[src/rtl/heightmap_bilinear_sampler_unit_macros.svh]
// Assertion macros for the height map sampler.
// Expects aclk and aresetn in the including scope.
`ifndef HEIGHTMAP_BILINEAR_SAMPLER_UNIT_MACROS_SVH
`define HEIGHTMAP_BILINEAR_SAMPLER_UNIT_MACROS_SVH

// antecedent implies consequent in the same cycle
`define HBS_ASSERT_NOW(lbl, ante, cons, msg) \
    lbl: assert property (@(posedge aclk) disable iff (!aresetn) (ante) |-> (cons)) \
        else $error(msg);

// antecedent implies consequent in the next cycle
`define HBS_ASSERT_NEXT(lbl, ante, cons, msg) \
    lbl: assert property (@(posedge aclk) disable iff (!aresetn) (ante) |=> (cons)) \
        else $error(msg);

`endif

[src/rtl/hbs_div.sv]
// Restoring divider, one quotient bit per cycle; quotient must fit QW bits.
// No dependencies.
module hbs_div #(
    parameter int NW = 47,
    parameter int DW = 32,
    parameter int QW = 15
) (
    input  logic          aclk,
    input  logic          aresetn,
    input  logic          start,
    input  logic [NW-1:0] num,
    input  logic [DW-1:0] den,
    output logic [QW-1:0] quo,
    output logic          done
);

    localparam int CW = $clog2(QW + 1);

    logic [NW-1:0] rem_reg;
    logic [NW-1:0] dsh_reg;
    logic [QW-1:0] quo_reg;
    logic [CW-1:0] cnt_reg;
    logic          busy_reg;
    logic          done_reg;
    logic          ge;

    assign ge = (rem_reg >= dsh_reg);

    always_ff @(posedge aclk) begin
        if (!aresetn) begin
            busy_reg <= 1'b0;
            done_reg <= 1'b0;
        end else begin
            done_reg <= 1'b0;
            if (start) begin
                rem_reg  <= num;
                dsh_reg  <= {{(NW-DW){1'b0}}, den} << (QW - 1);
                quo_reg  <= '0;
                cnt_reg  <= CW'(QW);
                busy_reg <= 1'b1;
            end else if (busy_reg) begin
                if (ge) begin
                    rem_reg <= rem_reg - dsh_reg;
                end
                quo_reg <= {quo_reg[QW-2:0], ge};
                dsh_reg <= dsh_reg >> 1;
                cnt_reg <= cnt_reg - CW'(1);
                if (cnt_reg == CW'(1)) begin
                    busy_reg <= 1'b0;
                    done_reg <= 1'b1;
                end
            end
        end
    end

    assign quo  = quo_reg;
    assign done = done_reg;

endmodule

[config.mk]
export PLATFORM = sky130hd
export DESIGN_NAME = hbs_div
export DESIGN_NICKNAME = d
export VERILOG_FILES = /design/src/rtl/heightmap_bilinear_sampler_unit_macros.svh /design/src/rtl/hbs_div.sv
export SDC_FILE = /design/constraint.sdc
export NUM_CORES = 1
export LEC_CHECK = 0
export BUFFER_PORTS_ARGS = -buffer_cell sky130_fd_sc_hd__buf_4
export CAP_MARGIN = 5
export CORE_MARGIN = 3
export CORE_UTILIZATION = 55
export DETAILED_ROUTE_END_ITERATION = 12
export HOLD_SLACK_MARGIN = 0.15
export PLACE_DENSITY_LB_ADDON = 0.1
export SLEW_MARGIN = 20
export SYNTH_ARGS = -nofsm -noshare
export SYNTH_HDL_FRONTEND = slang
export SYNTH_SLANG_ARGS = --single-unit
[constraint.sdc]
create_clock -name aclk -period 6.6 [get_ports aclk]
set_input_delay 0.66 -clock aclk [delete_from_list [all_inputs] [get_ports aclk]]
set_output_delay 0.66 -clock aclk [all_outputs]
set_load 0.01 [all_outputs]
==> impl_metrics.csv <==
group,metric,value,unit
detailed_routing,first_iter_violations,520,
synthesis,synth_edf_count,112,
pwr,power.leakage,3.730,nW
worst_hold_path,hp-start,"busy_reg$_SDFF_PN0_",
die,die_h,123.4,µm
status,status,"finished, final reports clean",
synthesis,synth_cell_types,67,
synthesis,synth_top_flop_cell,"edfxtp_1",
worst_setup_path,critPathMaxStageDelay,0.64,ns
grt,grt_pass1_vias,5801,
finish,drive_gt1_share,16.69,%
die,core_area,13350,µm²
synthesis,synth_fp_nets,938,
synthesis,syn_inst,807,
worst_setup_path,cp.arrival,3.58,ns
job,cap_violations,0,
placement,portBuffers,97,
clock_network,cts_resized,0,
sta,layout_setup_ws,3.070,ns
synthesis,seq_area_frac_synth,44.91,%
worst_hold_path,hold-path-cell-count,1,
die,ioPinCount,98,
detailed_routing,routed_wl,17.11,mm
synthesis,synthMuxAreaShare,0.7429,%
worst_setup_path,path_delay_family,"compound AO/OA/AOI/OAI gates",
clock_network,htreeDepth,4,
detailed_routing,post_drt_wl_per_cell,15.92,µm
finish,insertedDiodeCount,0,
worst_setup_path,startpoint_type,"flop",
sta,min_period,3.530,ns
detailed_routing,vias_per_cell,5.677,
die,dieArea,15220,µm²
finish,largest_reg_flops,47,
worst_setup_path,r2r_end,"rem_reg[35]$_DFFE_PP_",
pwr,ir_drop,0.0001608,V
worst_setup_path,criticalPathCategory,"reg -> reg",
sta,slew_headroom,42.70,%
synthesis,synthSimpleGateAreaFrac,16.30,%
pwr,p_per_area,275.6,nW/µm²
worst_setup_path,timing.rr.start,"dsh_reg[8]$_SDFFCE_PP0P_",
grt,antenna_found_initial,0,
synthesis,syn_avg_cell_area,9.391,µm²
grt,grt_max_degree,76,
placement,dpl.hpwl,12.28,mm
detailed_routing,ant_nets,0,
clock_network,numCtsBuffers,17,
sta,setup_viol_count_final,0,
grt,groute.usage.overall,23.56,%
synthesis,ys_seq_elements,114,
placement,place_congestion,0.9338,
worst_setup_path,required,6.65,ns
detailed_routing,drc,0,
finish,design_area,8956,µm²
die,initial_core_util,56.78,%
placement,post_dp_cell_area,8363,µm²
die,fp-row-count,42,
clock_network,cts_setup_buffers,0,
sta,timing.hold.ws,0.4821,ns
clock_network,tritoncts,"built",
sta,max_clock_freq,283.3,MHz
grt,grt-ovfl-total,0,
worst_setup_path,end_kind,"flop",
clock_network,cts.path.max_buffers,2,
synthesis,synth_top_family_by_area,"compound AO/OA/AOI/OAI gates",
synthesis,synth_compound_area_share,19.60,%
sta,tns,0,ns
die,dieWidth,123.4,µm
finish,layout.nets,1017,
sta,rsz0062_at_grt,"false",
detailed_routing,firstDrtPassIters,5,
worst_setup_path,cp_max_fo,47,
sta,min_period_over_period,53.48,%
detailed_routing,vias,6103,
clock_network,clk_pin_slew,0.05,ns
clock_network,clk_latency,0.42,ns
placement,dp_slack,3.080,ns
worst_hold_path,hold_path_end,"done$_SDFF_PP0_",
clock_network,clock-sinks,114,
synthesis,synth_fa_ha_area_share,8.189,%
sta,hold_viol,0,
sta,fin_skew,0.005630,ns
finish,syn2layout_area_growth,18.18,%
worst_setup_path,cp_slowest_cell,"o21a_4",
worst_setup_path,r2r.worst_path.cells,10,
synthesis,synth_xor_area_share,4.623,%
grt,grt_pass1_wl,28.05,mm
clock_network,cts_hold_buf,0,
sta,drv_slew,0,
worst_hold_path,min_path_type,"reg -> reg",
clock_network,clock-root-buffer,"clkbuf_16",
finish,fill_cells,1125,
sta,worst_slew_pin_slew,0.8595,ns
worst_setup_path,path_buf_inv,1,
synthesis,netlist_area,7579,µm²
worst_setup_path,reg2reg_slack,3.07,ns
synthesis,yosys_warnings,0,
worst_setup_path,path_cells,"inv_1, ha_1, and2_1, o2111ai_1, o21bai_1, a2111o_1, a21oi_2, nor3_1, o31ai_1, o21a_4",
synthesis,async_reset_ff_share,0,%
[final cells by class]
| class | count | area [µm²] | share of cell area, % |
|---|---|---|---|
| Tap cell | 176 | 220.2 | 2.459 |
| Clock buffer | 18 | 429.2 | 4.792 |
| Timing Repair Buffer | 100 | 750.7 | 8.382 |
| Multi-Input combinational cell | 591 | 3756 | 41.94 |
| Sequential cell | 114 | 3403 | 38.00 |
| Inverter | 62 | 232.7 | 2.598 |
| Clock inverter | 14 | 163.9 | 1.830 |
[worst max path at each step]
stage	start	end	cells after the start
finish	dsh_reg[8]$_SDFFCE_PP0P_	rem_reg[35]$_DFFE_PP_	10
global route	rem_reg[4]$_DFFE_PP_	rem_reg[26]$_DFFE_PP_	9
CTS	dsh_reg[8]$_SDFFCE_PP0P_	rem_reg[35]$_DFFE_PP_	10
detailed placement	rem_reg[8]$_DFFE_PP_	rem_reg[22]$_DFFE_PP_	9
global placement	rem_reg[6]$_DFFE_PP_	rem_reg[22]$_DFFE_PP_	9
floorplan	start	rem_reg[0]$_DFFE_PP_	4
[synthesized netlist by cell type (15+ instances only)]
library cell / instances / share of area, %
nand2_1: 121 / 6.0
edfxtp_1: 112 / 44
o21ai_0: 82 / 5.4
inv_1: 62 / 3.1
a21oi_1: 55 / 3.6
ha_1: 48 / 7.9
nor2_1: 41 / 2.0
clkbuf_1: 29 / 1.4
xnor2_1: 23 / 2.7
a21o_1: 22 / 2.2
nor2b_1: 20 / 1.7
xor2_1: 17 / 2.0
nand3_1: 15 / 0.99
[power by group]
group | leakage, nW | internal (mW) | switching, mW
clock network | 0.274 | 0.590 | 0.339
logic | 2.37 | 0.266 | 0.376
registers | 1.09 | 0.879 | 0.0186
[cell families (layout without fill, tap and decap cells)]
family | Yosys count | after routing
AO/OA/AOI/OAI | 235 | 235
XOR/XNOR | 40 | 40
adder cells (fa/ha/maj) | 49 | 49
buffers and inverters | 102 | 194
flip-flops | 114 | 114
multiplexers | 5 | 5
AND/OR/NAND/NOR | 262 | 262
[per-stage QoR]
stage | utilization (%) | instances | power [mW]
floorplan | - | 807 | 1.388
global placement | 62.61 | 1043 | 1.529
detailed placement | 62.65 | 1043 | 1.542
CTS | 67.10 | 1075 | 2.477
global route | 67.10 | 1075 | 2.591
finish | 67.10 | 1075 | 2.468
[cells in the final DEF (no fill, tap or decap), types with 3 or more instances in the layout]
cell	instances
bufinv_16	3
nand3_1	15
o21a_1	5
and3_1	8
nor2_1	41
nor3_1	13
clkbuf_16	17
a21o_1	22
o21ai_1	8
clkinv_2	4
o211ai_1	5
clkinvlp_4	6
xnor2_1	23
o31ai_1	4
nor2b_1	20
o21bai_1	8
nor4_1	5
nand2_1	121
buf_4	100
a311oi_1	3
ha_1	48
edfxtp_1	112
xor2_1	17
nand4_1	10
o2111ai_1	3
nand2b_1	3
inv_1	62
or3_1	7
mux2i_1	3
a31oi_1	8
o21ai_0	82
and2_1	9
a21oi_1	55
a21oi_4	4
[per-layer routing]
layer / routed length, µm / share of wire, % / global-route usage (%)
met5: 0 / 0 / 0
met2: 7877 / 46 / 37.00
met4: 359 / 2.1 / 9.066
met1: 7947 / 46 / 32.39
met3: 927 / 5.4 / 4.529
Power figures use the tool's default switching activity.
