`config.mk`:
```
export PLATFORM = sky130hd
export DESIGN_NAME = hbs_sqrt
export DESIGN_NICKNAME = d
export VERILOG_FILES = /design/src/rtl/heightmap_bilinear_sampler_unit_macros.svh /design/src/rtl/hbs_sqrt.sv
export SDC_FILE = /design/constraint.sdc
export NUM_CORES = 1
export LEC_CHECK = 0
export ABC_CLOCK_PERIOD_IN_PS = 10140
export BUFFER_PORTS_ARGS = -buffer_cell sky130_fd_sc_hd__buf_2
export CORE_ASPECT_RATIO = 1.25
export CORE_MARGIN = 3
export CORE_UTILIZATION = 52
export CTS_BUF_LIST = sky130_fd_sc_hd__clkbuf_4
export DETAILED_ROUTE_END_ITERATION = 6
export GPL_ROUTABILITY_DRIVEN = 0
export GPL_TIMING_DRIVEN = 0
export PLACE_DENSITY = 0.67
export SLEW_MARGIN = 30
export SYNTH_ARGS = -nofsm -noshare
export SYNTH_HDL_FRONTEND = slang
export SYNTH_SLANG_ARGS = --single-unit
```
`constraint.sdc`:
```
create_clock -name aclk -period 10.14 [get_ports aclk]
set_clock_uncertainty 0.1 [all_clocks]
set_input_delay 1.521 -clock aclk [delete_from_list [all_inputs] [get_ports aclk]]
set_output_delay 1.521 -clock aclk [all_outputs]
set_load 0.05 [all_outputs]
```
`src/rtl/heightmap_bilinear_sampler_unit_macros.svh`:
```
// Assertion macros for the height map sampler.
// Expects aclk and aresetn in the including scope.
`ifndef HEIGHTMAP_BILINEAR_SAMPLER_UNIT_MACROS_SVH
`define HEIGHTMAP_BILINEAR_SAMPLER_UNIT_MACROS_SVH

// antecedent implies consequent in the same cycle
`define HBS_ASSERT_NOW(lbl, ante, cons, msg) \
    lbl: assert property (@(posedge aclk) disable iff (!aresetn) (ante) |-> (cons)) \
        else $error(msg);

// antecedent implies consequent in the next cycle
`define HBS_ASSERT_NEXT(lbl, ante, cons, msg) \
    lbl: assert property (@(posedge aclk) disable iff (!aresetn) (ante) |=> (cons)) \
        else $error(msg);

`endif

```
`src/rtl/hbs_sqrt.sv`:
```
// Iterative 64-bit integer square root, one result bit per cycle.
// No dependencies.
module hbs_sqrt (
    input  logic        aclk,
    input  logic        aresetn,
    input  logic        start,
    input  logic [63:0] radicand,
    output logic [31:0] root,
    output logic        done
);

    logic [63:0] v_reg;
    logic [63:0] res_reg;
    logic [63:0] bit_reg;
    logic        busy_reg;
    logic        done_reg;
    logic [63:0] trial;

    assign trial = res_reg + bit_reg;

    always_ff @(posedge aclk) begin
        if (!aresetn) begin
            busy_reg <= 1'b0;
            done_reg <= 1'b0;
        end else begin
            done_reg <= 1'b0;
            if (start) begin
                v_reg    <= radicand;
                res_reg  <= '0;
                bit_reg  <= 64'd1 << 62;
                busy_reg <= 1'b1;
            end else if (busy_reg) begin
                if (v_reg >= trial) begin
                    v_reg   <= v_reg - trial;
                    res_reg <= (res_reg >> 1) + bit_reg;
                end else begin
                    res_reg <= res_reg >> 1;
                end
                bit_reg <= bit_reg >> 2;
                if (bit_reg == 64'd1) begin
                    busy_reg <= 1'b0;
                    done_reg <= 1'b1;
                end
            end
        end
    end

    assign root = res_reg[31:0];
    assign done = done_reg;

endmodule

```
==> Flow_metrics.wiki <==
{| class="wikitable"
! Metric !! Value
|-
| WS Path Type || reg2reg
|-
| Time the worst path needs with I/O delays and setup || 7.520 ns
|-
| Mux share of post-synthesis cell area || 0.006327
|-
| Setup crit end kind || flop
|-
| Core Region || 28,080 sq um
|-
| Final Cycle Share || 0.7416
|-
| Switching component of the power || 1.340 mW
|-
| Number of distinct library cells after synthesis || 81
|-
| Dominant cell by count in the synthesized netlist || sky130_fd_sc_hd__nand2_1
|-
| Residual DRC || 0
|-
| Post-cts gate resize count || 0
|-
| Beginning of the worst register-to-register path || res_reg[2]
|-
| Count of TritonRoute iterations in the first routing pass || 6
|-
| Library cell used as clock root buffer || sky130_fd_sc_hd__clkbuf_4
|-
| Place WS || 2.787 ns
|-
| Worst-case hold path end point || done
|-
| CP Buf/Inv Count || 5
|-
| Prevailing post-synth register cell || sky130_fd_sc_hd__edfxtp_1
|-
| Worst endpoint data arrival time || 7.78 ns
|-
| Sequential area share after synthesis || 0.3223
|-
| Worst hold path stage count || 1
|-
| Clock buffers created by TritonCTS || 17
|-
| Crit start category || flop
|-
| Post-CTS setup-driven buffer insertion count || 0
|-
| Top achievable clock speed || about 130 MHz
|-
| Result of the run || finished, final reports clean
|-
| Maximum cell stage delay along the critical path || 0.62 ns
|-
| R2R Path End || v_reg[40]
|-
| Average size of a mapped cell || 8.662 sq um
|-
| Final Total Pwr || 2.930 mW
|-
| Pin slew with the least headroom to its limit || 1.049 ns
|-
| Overall routed net length || ~44,000 microns
|-
| Parity-gate share of the synthesized area counting xor and xnor cells || 0.09848
|-
| Comb power frac || 0.539
|-
| Critical Path Slowest Stage Cell || sky130_fd_sc_hd__o21ai_0
|-
| Register clock-pin slew on the reported worst setup and hold paths || 0.16 ns
|-
| Chip height || between 150 and 200 microns
|-
| Vias after detailed routing || 13,848
|-
| Relative slew slack || 0.3005
|-
| Detail Placement HPWL || 34,720 microns
|-
| Largest net degree at the start of global routing || 71
|-
| Post-route setup TNS || 0 ns
|-
| Reg2reg setup slack || roughly 2.6 ns
|-
| Via count of the first global-routing pass || 13,117
|-
| Via density per instance || 6.227
|-
| Share of cells above drive strength 1 || 0.1267
|-
| Clk sink count || ~160
|-
| Leak || between 6 and 7 nW
|-
| Syn Nets || 1,933
|-
| Final non-filler cell total || 2,224
|-
| Cell taking the most area after synthesis || sky130_fd_sc_hd__edfxtp_1
|-
| Number of primary I/O pins || 100
|-
| Hold Vio Cnt, Final || 0
|-
| Number of flops mapped to enable cells by yosys || 160
|-
| Clock latency on the worst-skew pair || 0.64 ns
|-
| Compound-gate portion of the synthesized area || 0.2398
|-
| Clock network fraction of design power || 0.138
|-
| Area share of fa/ha/maj cells after synthesis || 0.1096
|-
| Number of synthesis warnings || 0
|-
| Number of setup violations in the final report || 0
|-
| Max FO, Critical Path || 20
|-
| RSZ-0062 raised after global routing || false
|-
| Number of max-slew violations in the final report || 0
|-
| Worst Hold Launch || busy_reg
|-
| Area share of the largest cell type after synthesis || 0.3197
|-
| Flip-flop and latch count after synthesis || 162
|-
| Depth of the worst register-to-register path || 26
|-
| Number of buffers inserted by hold repair at cts || 0
|-
| Internal cell power || 1.590 mW
|-
| Commonest cells in the netlist || 181 x sky130_fd_sc_hd__nand2_1, 160 x sky130_fd_sc_hd__edfxtp_1, 160 x sky130_fd_sc_hd__o21ai_0, 146 x sky130_fd_sc_hd__nor2_1, 130 x sky130_fd_sc_hd__ha_1
|-
| Synth async-reset ratio || 0
|-
| Clock tree from TritonCTS || yes
|-
| Class of the worst hold path || reg2reg
|-
| Number of buffers on the longest clock path || 2
|-
| Site row count || 68
|-
| Finished Core Util || 0.5836
|-
| Most used cell, CP || sky130_fd_sc_hd__a21oi_1
|-
| Largest delay contributor family on the critical path || compound AO/OA/AOI/OAI gates
|-
| Sequential power share || 0.322
|-
| Combinational family with the most area after synthesis || compound AO/OA/AOI/OAI gates
|-
| Data required time at the worst endpoint || approximately 10 ns
|-
| Number of port buffers || 99
|-
| Post-Synthesis Cell Area || 15,030 sq um
|-
| Overall track demand over capacity in global routing || 0.2852
|-
| Worst Slack Setup Final || 2.620 ns
|-
| Width of the die || 158.1 microns
|-
| Power density of the placed cells || approximately 180 nW/um^2
|-
| Switching share of power || 0.4572
|-
| Post-synthesis cell count || 1,735
|-
| Full die area || 30,990 sq um
|-
| Post-synthesis simple-gate area fraction || 0.1790
|-
| Placed instance count || 2,189
|-
| Maximum level of the CTS H-tree || 4
|-
| Startpoint of the worst setup timing path || res_reg[2]
|-
| Number of max-cap violations || 0
|-
| Antenna viol nets, final || 0
|-
| Initial Util || 0.5353
|-
| First-pass GRT wire length || 69,540 microns
|-
| Antenna violations before repair || 1
|-
| Post-synthesis to final-layout area growth || 9.024%
|-
| GR Overflow Total || 0
|-
| Wirelength per Cell || 19.97 microns
|-
| Number of DRC markers after the initial detailed-route iteration || 1,138
|-
| NumNets Final || between 2,000 and 2,500
|-
| Most area-consuming cells after synthesis || sky130_fd_sc_hd__edfxtp_1 32%, sky130_fd_sc_hd__ha_1 11%, sky130_fd_sc_hd__o21ai_0 5.3%
|-
| Highest ir drop seen on vdd || 0.00007416 V
|}
final cells by class:
class / count / area, sq um
well taps: 350 / 437.9
repair buffers: 104 / 620.6
multi-input cells: 1432 / 9527
clock buffers: 17 / 127.6
diodes: 3 / 7.507
flip-flops and latches: 162 / 4845
clock inverters: 15 / 145.1
inverters: 39 / 151.4
plain buffers: 102 / 524.3
fillers: 2639 / 11690
per-layer routing:
layer / GRT usage / up-vias / wire length [microns]
li1: - / 6684 / -
met5: 0 / - / 0
met2: 0.4521 / 558 / 20110
met4: 0.1042 / 0 / 1637
met1: 0.3967 / 6494 / 19520
met3: 0.04104 / 112 / 3146
how the worst max path moves through the flow:
stage           endpoint  slack, ns  cells after the start
2_1_floorplan   v_reg[0]       1.90                     23
3_3_place_gp   v_reg[33]      -1.66                     23
3_5_place_dp   v_reg[33]       2.79                     26
4_1_cts        v_reg[40]       2.74                     26
5_1_grt        v_reg[41]       2.16                     26
6_report       v_reg[40]       2.62                     26
power groups by stage:
| stage | sequential, mW | combinational (mW) | clock [mW] |
|---|---|---|---|
| finish | 0.944 | 1.58 | 0.406 |
| global route | 0.952 | 1.75 | 0.444 |
| CTS | 0.941 | 1.56 | 0.415 |
| detailed placement | 0.954 | 1.56 | 0 |
| global placement | 0.964 | 1.51 | 0 |
| floorplan | 0.925 | 1.19 | 0 |
stage by stage:
stage | instance area, sq um | hold slack [ns]
floorplan | 15030 | 0.3470
global placement | 15960 | 0.3761
detailed placement | 16110 | 0.3796
CTS | 16380 | 0.4095
global route | 16380 | 0.4276
finish | 16390 | 0.4074
cells by family after synthesis:
group / count (synthesis)
compound gates: 560
xor+xnor: 169
fa+ha+maj: 131
buf+inv: 141
flops: 162
mux: 9
simple gates: 563
cell usage in the layout, fill, tap and decap left out, types with 14 or more instances in the layout:
cell,Yosys,layout
sky130_fd_sc_hd__a211oi_1,25,25
sky130_fd_sc_hd__a21o_1,45,45
sky130_fd_sc_hd__a21oi_1,120,119
sky130_fd_sc_hd__a31o_2,17,17
sky130_fd_sc_hd__a31oi_1,65,65
sky130_fd_sc_hd__and2_1,15,15
sky130_fd_sc_hd__and3_1,14,14
sky130_fd_sc_hd__buf_2,10,109
sky130_fd_sc_hd__buf_4,34,34
sky130_fd_sc_hd__clkbuf_1,57,56
sky130_fd_sc_hd__clkbuf_4,0,17
sky130_fd_sc_hd__edfxtp_1,160,160
sky130_fd_sc_hd__ha_1,130,130
sky130_fd_sc_hd__inv_1,38,37
sky130_fd_sc_hd__nand2_1,181,181
sky130_fd_sc_hd__nand3_1,34,34
sky130_fd_sc_hd__nand4_1,36,36
sky130_fd_sc_hd__nor2_1,146,146
sky130_fd_sc_hd__nor2b_1,53,53
sky130_fd_sc_hd__nor3_1,28,28
sky130_fd_sc_hd__nor4_1,14,14
sky130_fd_sc_hd__o21ai_0,160,160
sky130_fd_sc_hd__o21bai_1,31,31
sky130_fd_sc_hd__xnor2_1,87,87
sky130_fd_sc_hd__xor2_1,82,82
(Power assumes the default switching activity.)
